File: config.mk
export PLATFORM = sky130hd
export DESIGN_NAME = clock_select_register_block
export DESIGN_NICKNAME = d
export VERILOG_FILES = /design/src/rtl/clksel_pkg.sv /design/src/rtl/clock_select_register_block.sv
export SDC_FILE = /design/constraint.sdc
export NUM_CORES = 1
export LEC_CHECK = 0
export ABC_AREA = 1
export ABC_CLOCK_PERIOD_IN_PS = 10800
export BUFFER_PORTS_ARGS = -buffer_cell sky130_fd_sc_hd__buf_2
export CAP_MARGIN = 20
export CORE_ASPECT_RATIO = 1.4
export CORE_UTILIZATION = 40
export CTS_CLUSTER_DIAMETER = 150
export DETAILED_ROUTE_END_ITERATION = 8
export PLACE_DENSITY = 0.6
export SETUP_SLACK_MARGIN = 0.2
export SYNTH_ARGS = -nofsm -noshare
export SYNTH_HDL_FRONTEND = slang
export SYNTH_SLANG_ARGS = --single-unit
File: constraint.sdc
create_clock -name clock -period 10.8 [get_ports clock]
set_input_delay 1.08 -clock clock [delete_from_list [all_inputs] [get_ports clock]]
set_output_delay 1.08 -clock clock [all_outputs]
set_load 0.02 [all_outputs]
File: src/rtl/clksel_pkg.sv
// ----------------------------------------------------------------------------
// clksel_pkg
// Shared constants for the clock select register block: register offsets,
// access kinds, mode selections and channel widths.
// ----------------------------------------------------------------------------
package clksel_pkg;

   localparam int unsigned DATA_W      = 32;
   localparam int unsigned OFF_W       = 12;
   localparam int unsigned REQ_TDATA_W = 48;
   localparam int unsigned RSP_TDATA_W = 64;
   localparam int unsigned DIV_CNT_W   = 5;

   localparam logic [DIV_CNT_W-1:0] DIV_LAST = 5'd31;

   localparam logic [OFF_W-1:0] OFF_MODE         = 12'h000;
   localparam logic [OFF_W-1:0] OFF_MODE_STATUS  = 12'h004;
   localparam logic [OFF_W-1:0] OFF_DIVISOR      = 12'h010;
   localparam logic [OFF_W-1:0] OFF_PLL_ONE      = 12'h038;
   localparam logic [OFF_W-1:0] OFF_PLL_FEEDBACK = 12'h03C;

   localparam logic [DATA_W-1:0] HI_OSC_HZ    = 32'd4000000;
   localparam logic [DATA_W-1:0] MAIN_OSC_RST = 32'd4000000;
   localparam logic [5:0]        FEEDBACK_MAX = 6'd49;

   localparam logic KIND_READ  = 1'b0;
   localparam logic KIND_WRITE = 1'b1;

   localparam logic [1:0] SEL_HI_OSC  = 2'd0;
   localparam logic [1:0] SEL_MAIN    = 2'd1;
   localparam logic [1:0] SEL_PLL     = 2'd2;
   localparam logic [1:0] SEL_INVALID = 2'd3;

endpackage

File: src/rtl/clock_select_register_block.sv
// ----------------------------------------------------------------------------
// clock_select_register_block
// Clock control registers; a write recomputes master and base clock with a
// shared one-bit-per-cycle divider under a small sequencer.
// ----------------------------------------------------------------------------
//  channel  dir  handshake              payload
//  req      in   req_tvalid/req_tready  tuser kind, tdata offset + write data
//  rsp      out  rsp_tvalid/rsp_tready  tdata read data + base clock
//  csr      in   csr_valid/csr_ready    csr_data main oscillator hz
//
//  read or write without recompute: ST_RESULT, then the response once the output is free
//  write with recompute: ST_SELECT, ST_DIV_PLL and ST_MUL in pll mode,
//  ST_BASE_START, ST_DIV_BASE, ST_RESULT; the shared divider does both divisions
//  one request at a time; the next one is taken while a response waits
//  synchronous active-high reset, no clearing pass
// ----------------------------------------------------------------------------
module clock_select_register_block (
   input  logic                                 clock,
   input  logic                                 reset,
   input  logic                                 req_tvalid,
   output logic                                 req_tready,
   // [11:0] byte_offset, [43:12] write_data, [47:44] zero
   input  logic [clksel_pkg::REQ_TDATA_W-1:0]   req_tdata,
   // [0] kind
   input  logic                                 req_tuser,
   output logic                                 rsp_tvalid,
   input  logic                                 rsp_tready,
   // [31:0] read_data, [63:32] base_clock_hz
   output logic [clksel_pkg::RSP_TDATA_W-1:0]   rsp_tdata,
   input  logic                                 csr_valid,
   output logic                                 csr_ready,
   input  logic [clksel_pkg::DATA_W-1:0]        csr_data
);
   import clksel_pkg::*;

   typedef enum logic [2:0] {
      ST_IDLE,
      ST_SELECT,
      ST_DIV_PLL,
      ST_MUL,
      ST_BASE_START,
      ST_DIV_BASE,
      ST_RESULT
   } state_type;

   state_type              state_ff, state_in;
   logic [DATA_W-1:0]      main_osc_ff, main_osc_in;
   logic [7:0]             clock_mode_ff, clock_mode_in;
   logic [1:0]             divisor_sel_ff, divisor_sel_in;
   logic [DATA_W-1:0]      pll_one_ff, pll_one_in;
   logic [5:0]             feedback_ff, feedback_in;
   logic [DATA_W-1:0]      master_ff, master_in;
   logic [DATA_W-1:0]      base_clock_ff, base_clock_in;
   logic [DATA_W-1:0]      read_data_ff, read_data_in;
   logic                   rsp_valid_ff, rsp_valid_in;
   logic [RSP_TDATA_W-1:0] rsp_data_ff, rsp_data_in;
   logic [3:0]             div_rem_ff, div_rem_in;
   logic [DATA_W-1:0]      div_quo_ff, div_quo_in;
   logic [4:0]             div_den_ff, div_den_in;
   logic [DIV_CNT_W-1:0]   div_cnt_ff, div_cnt_in;

   logic [OFF_W-1:0]       req_offset;
   logic [DATA_W-1:0]      req_wdata;
   logic                   req_fire;
   logic [4:0]             trial;
   logic [4:0]             diff;
   logic                   trial_ge;
   logic [6:0]             n_plus;
   logic [38:0]            pll_product;
   logic                   recompute;

   assign req_offset = req_tdata[OFF_W-1:0];
   assign req_wdata  = req_tdata[OFF_W+DATA_W-1:OFF_W];
   assign req_tready = (state_ff == ST_IDLE);
   assign req_fire   = req_tvalid && req_tready;
   assign csr_ready  = 1'b1;
   assign rsp_tvalid = rsp_valid_ff;
   assign rsp_tdata  = rsp_data_ff;

   // shared restoring divider step
   assign trial    = {div_rem_ff, div_quo_ff[DATA_W-1]};
   assign trial_ge = (trial >= div_den_ff);
   assign diff     = trial - div_den_ff;

   assign n_plus      = {1'b0, feedback_ff} + 7'd1;
   assign pll_product = {7'd0, div_quo_ff} * {32'd0, n_plus};

   always_comb begin
      state_in       = state_ff;
      main_osc_in    = main_osc_ff;
      clock_mode_in  = clock_mode_ff;
      divisor_sel_in = divisor_sel_ff;
      pll_one_in     = pll_one_ff;
      feedback_in    = feedback_ff;
      master_in      = master_ff;
      base_clock_in  = base_clock_ff;
      read_data_in   = read_data_ff;
      rsp_valid_in   = rsp_valid_ff;
      rsp_data_in    = rsp_data_ff;
      div_rem_in     = div_rem_ff;
      div_quo_in     = div_quo_ff;
      div_den_in     = div_den_ff;
      div_cnt_in     = div_cnt_ff;
      recompute      = 1'b0;

      if (csr_valid) begin
         main_osc_in = csr_data;
      end

      if (rsp_valid_ff && rsp_tready) begin
         rsp_valid_in = 1'b0;
      end

      case (state_ff)
         ST_IDLE: begin
            if (req_fire) begin
               read_data_in = '0;
               if (req_tuser == KIND_READ) begin
                  case (req_offset)
                     OFF_MODE, OFF_MODE_STATUS: read_data_in = {24'd0, clock_mode_ff};
                     OFF_DIVISOR:      read_data_in = {30'd0, divisor_sel_ff};
                     OFF_PLL_ONE:      read_data_in = pll_one_ff;
                     OFF_PLL_FEEDBACK: read_data_in = {26'd0, feedback_ff};
                     default:          read_data_in = '0;
                  endcase
               end else begin
                  case (req_offset)
                     OFF_MODE: begin
                        clock_mode_in = req_wdata[7:0];
                        recompute     = 1'b1;
                     end
                     OFF_DIVISOR: begin
                        divisor_sel_in = req_wdata[1:0];
                        recompute      = 1'b1;
                     end
                     OFF_PLL_ONE: begin
                        pll_one_in = req_wdata;
                        recompute  = 1'b1;
                     end
                     OFF_PLL_FEEDBACK: begin
                        feedback_in = req_wdata[5:0];
                        recompute   = (req_wdata[5:0] <= FEEDBACK_MAX);
                     end
                     default: recompute = 1'b0;
                  endcase
               end
               state_in = recompute ? ST_SELECT : ST_RESULT;
            end
         end
         ST_SELECT: begin
            case (clock_mode_ff[6:5])
               SEL_HI_OSC: begin
                  master_in = HI_OSC_HZ;
                  state_in  = ST_BASE_START;
               end
               SEL_MAIN: begin
                  master_in = clock_mode_ff[3] ? main_osc_ff : '0;
                  state_in  = ST_BASE_START;
               end
               SEL_PLL: begin
                  if (clock_mode_ff[4]) begin
                     div_rem_in = '0;
                     div_quo_in = main_osc_ff;
                     div_den_in = {1'b0, pll_one_ff[7:4]} + 5'd1;
                     div_cnt_in = '0;
                     state_in   = ST_DIV_PLL;
                  end else begin
                     master_in = '0;
                     state_in  = ST_BASE_START;
                  end
               end
               default: state_in = ST_RESULT;
            endcase
         end
         ST_DIV_PLL, ST_DIV_BASE: begin
            div_rem_in = trial_ge ? diff[3:0] : trial[3:0];
            div_quo_in = {div_quo_ff[DATA_W-2:0], trial_ge};
            div_cnt_in = div_cnt_ff + 5'd1;
            if (div_cnt_ff == DIV_LAST) begin
               state_in = (state_ff == ST_DIV_PLL) ? ST_MUL : ST_RESULT;
               if (state_ff == ST_DIV_BASE) begin
                  base_clock_in = {div_quo_ff[DATA_W-2:0], trial_ge};
               end
            end
         end
         ST_MUL: begin
            master_in = pll_product[DATA_W-1:0];
            state_in  = ST_BASE_START;
         end
         ST_BASE_START: begin
            div_rem_in = '0;
            div_quo_in = master_ff;
            div_den_in = {3'd0, divisor_sel_ff} + 5'd1;
            div_cnt_in = '0;
            state_in   = ST_DIV_BASE;
         end
         ST_RESULT: begin
            if (!rsp_valid_ff || rsp_tready) begin
               rsp_valid_in = 1'b1;
               rsp_data_in  = {base_clock_ff, read_data_ff};
               state_in     = ST_IDLE;
            end
         end
         default: state_in = ST_IDLE;
      endcase
   end

   always_ff @(posedge clock) begin
      if (reset) begin
         state_ff       <= ST_IDLE;
         main_osc_ff    <= MAIN_OSC_RST;
         clock_mode_ff  <= '0;
         divisor_sel_ff <= '0;
         pll_one_ff     <= '0;
         feedback_ff    <= '0;
         master_ff      <= HI_OSC_HZ;
         base_clock_ff  <= MAIN_OSC_RST;
         rsp_valid_ff   <= 1'b0;
         div_cnt_ff     <= '0;
      end else begin
         state_ff       <= state_in;
         main_osc_ff    <= main_osc_in;
         clock_mode_ff  <= clock_mode_in;
         divisor_sel_ff <= divisor_sel_in;
         pll_one_ff     <= pll_one_in;
         feedback_ff    <= feedback_in;
         master_ff      <= master_in;
         base_clock_ff  <= base_clock_in;
         rsp_valid_ff   <= rsp_valid_in;
         div_cnt_ff     <= div_cnt_in;
      end
      read_data_ff <= read_data_in;
      rsp_data_ff  <= rsp_data_in;
      div_rem_ff   <= div_rem_in;
      div_quo_ff   <= div_quo_in;
      div_den_ff   <= div_den_in;
   end

endmodule

==> flow_summary.json <==
{
  "drt-pass1-iter-count": 5,
  "syn_area_mm2": 0.0178,
  "largest_net_degree_at_the_start_of_global_routing": 100,
  "post_cts_resized": 0,
  "worstMarginPinSlew_ps": 1080,
  "place_ws_ps": 3770,
  "worst_ep_arrival_time_ps": 7470,
  "numPortBuffers": 147,
  "drt_iter0_drc": 887,
  "net-switching-power_mw": 1.38,
  "power.share.sequential_pct": 43.6,
  "synth_area_leaders": "edfxtp_1 (23%), dfxtp_1 (17%), fa_1 (15%)",
  "static-leakage-power_nw": 9.18,
  "insertion_delay_ps": 580,
  "max-slew-margin-rel_pct": 27.9,
  "wire_per_inst_um": 17.1,
  "num_rows": 91,
  "critical_path_required_ps": 11220,
  "synth_top_family_by_area": "simple AND/OR/NAND/NOR gates",
  "die_area_mm2": 0.0453,
  "worstSetupEndpointType": "register",
  "area_delta_synth_final_pct": 11.9,
  "max_stage_delay_cell_worst_path": "dfxtp_1",
  "cts.repair_timing.setup_buffer_count": 0,
  "grt_setup_unrepaired": "no",
  "grt.total_usage_pct": 21.8,
  "finalSetupViolations": 0,
  "synth_area_leader_cell": "edfxtp_1",
  "clkPwrFrac_pct": 27.1,
  "pwr_density_cell_mw_per_mm2": 183,
  "yosys.area_share.simple_pct": 19.1,
  "cts_tree": "yes",
  "clock_skew_ps": 19.3,
  "totalNegativeSetupSlack_ps": 0,
  "postSynth.asyncResetShare_pct": 0,
  "total_clock_buffers_created_by_cts": 28,
  "htree_levels": 1,
  "reg2regPathDepth": 26,
  "place.gp.congestion": 0.948,
  "initial_core_util_pct": 40.5,
  "max_cap_violations": 0,
  "critPathMostFrequentCell": "nand2_1",
  "switching_fraction_of_total_power_pct": 38.0,
  "clkSinkCount": 290,
  "grt_antenna_before_repair": 5,
  "cts_hold_buf": 0,
  "final-hold-violation-count": 0,
  "timing_worst_setup_path_type": "register to register",
  "synth-edff-count": 137,
  "postSynthCellCount": 2138,
  "timing.hold.worst.class": "register to register",
  "synth.most_common_cell": "nand2_1",
  "total_drc_errors_in_the_routed_layout": 0,
  "clockBufferDepth": 3,
  "syn-num-nets": 2409,
  "final_antenna_net_count": 0,
  "worstHoldPathCells": 0,
  "synth_commonest_cells": "nand2_1 (393), inv_1 (319), nor2_1 (296)",
  "max_clock_freq_ghz": 0.142,
  "synth.distinct_cells": 45,
  "cts_root_buf": "clkbuf_16",
  "maxSlewViolCount": 0,
  "post_synth_xor_xnor_area_pct": 0.492,
  "via_per_inst": 5.17,
  "timing.final.crit_share_pct": 65.2,
  "route.final.wire_length_um": 48300,
  "start_kind": "register",
  "die_x_um": 180,
  "synthFlopType": "dfxtp_1",
  "first_pass_grt_wire_length_um": 78600,
  "run_status": "finished clean",
  "number_of_register_bits_inferred_by_synthesis": 290,
  "adder_cell_share_of_the_synthesized_area_pct": 18.6,
  "synth_compound_gate_area_share_pct": 12.4,
  "synth_seq_area_share_pct": 40.3,
  "report.power.total_mw": 3.64,
  "layout_setup_ws_ps": 3760,
  "cp_slowest_stage_delay_ps": 750,
  "synth_mux_area_share_pct": 0,
  "crit_path_max_fanout": 22,
  "drive_gt1_share_pct": 9.91,
  "nets": 2510,
  "design.portCount": 153,
  "post-route-min-period_ps": 7040,
  "worst_vdd_rail_ir_drop_v": 0.000179,
  "die_h_um": 252,
  "core_region_area_mm2": 0.0439,
  "clkSlewWorstSetupHoldPaths_ps": 60,
  "fillerInstances": 4429,
  "intPower_mw": 2.26,
  "yosysWarnings": 0,
  "vias": 14582,
  "place.detailed.hpwl_um": 36300,
  "synthesis.area_per_instance_um2": 8.32,
  "combinationalPowerShare_pct": 29.4,
  "vias_in_the_first_global_route": 15051,
  "share_of_the_synthesized_area_in_the_top_cell_type_pct": 23.1,
  "global_route.overflow_total": 0
}
power groups by stage:
| stage | clock [mW] | sequential [mW] | combinational, mW |
|---|---|---|---|
| finish | 0.986 | 1.59 | 1.07 |
| global route | 1.05 | 1.61 | 1.20 |
| CTS | 1.01 | 1.59 | 1.07 |
| detailed placement | 0 | 1.61 | 1.07 |
| global placement | 0 | 1.60 | 1.05 |
| floorplan | 0 | 1.53 | 0.742 |
cell usage in the layout (no fill, tap or decap), types with 6 or more instances in the layout:
master and n:
a211oi_1 7, a21oi_1 161, a22oi_1 40, buf_2 147
buf_4 13, clkbuf_1 6, clkbuf_16 30, clkinv_1 7
dfxtp_1 153, edfxtp_1 137, fa_1 133, ha_1 52
inv_1 318, inv_2 7, nand2_1 393, nand3_1 70
nand4_1 19, nor2_1 293, nor3_1 42, o211ai_1 8
o21ai_0 157, o21bai_1 6, xor2_1 7
stage by stage:
step	instance area (um2)	hold slack (ps)	instances	util, %
6_report	19900	417	2820	45.3
5_1_grt	19900	414	2819	45.3
3_3_place_gp	19000	402	2766	43.1
3_5_place_dp	19000	405	2766	43.1
2_1_floorplan	17800	400	2138	-
4_1_cts	19900	415	2817	45.2
cell type report:
cell class / instances / area [um2] / area share (%)
multi-input combinational: 1430 / 9020 / 45.3
inverter: 328 / 1230 / 6.19
clock buffer: 41 / 842 / 4.23
antenna: 2 / 5.00 / 0.0251
tap: 558 / 698 / 3.51
sequential: 290 / 7180 / 36.1
timing repair buffer: 161 / 861 / 4.32
clock inverter: 10 / 71.3 / 0.358
kinds of logic (layout without fill, tap and decap cells):
group           after synthesis  in the layout
simple gates                835            835
buf+inv                     418            540
compound gates              399            399
flops                       290            290
fa+ha+maj                   185            185
xor+xnor                     10             10
other cells                   1              3
critical path: cells and delay by family (launching register included):
family | cells | cell delay [ps]
adders and majority gates | 6 | 2740
and+or+nand+nor | 15 | 2530
buffers and inverters | 4 | 790
DFF | 1 | 750
AOI/OAI and AO/OA | 1 | 70
path summary, 6_finish.rpt:
kind	slack, ps	startpoint	end
worst min register to register	420	read_data_ff[23]	rsp_tdata[23]
worst max-delay path	3760	feedback_ff[0]	master_ff[19]
worst max register to register	3760	feedback_ff[0]	master_ff[19]
worst min-delay path	420	read_data_ff[23]	rsp_tdata[23]
registers in the layout, indices dropped and copies added (netlist names):
signal / count
div_quo_ff: 32
master_ff: 32
divisor_sel_ff: 2
feedback_ff: 6
base_clock_ff: 32
rsp_tdata: 64
read_data_ff: 32
state_ff: 3
div_cnt_ff: 5
clock_mode_ff: 8
rsp_tvalid: 1
main_osc_ff: 32
div_rem_ff: 4
div_den_ff: 5
pll_one_ff: 32
metal layers:
layer | up-vias | routed length (um) | global-route usage, %
li1 | 7091 | - | -
met2 | 374 | 24400 | 39.6
met4 | 6 | 1830 | 8.57
met5 | - | 31 | 0
met1 | 7016 | 19500 | 25.6
met3 | 95 | 2550 | 3.39
Power figures use the tool's default switching activity.
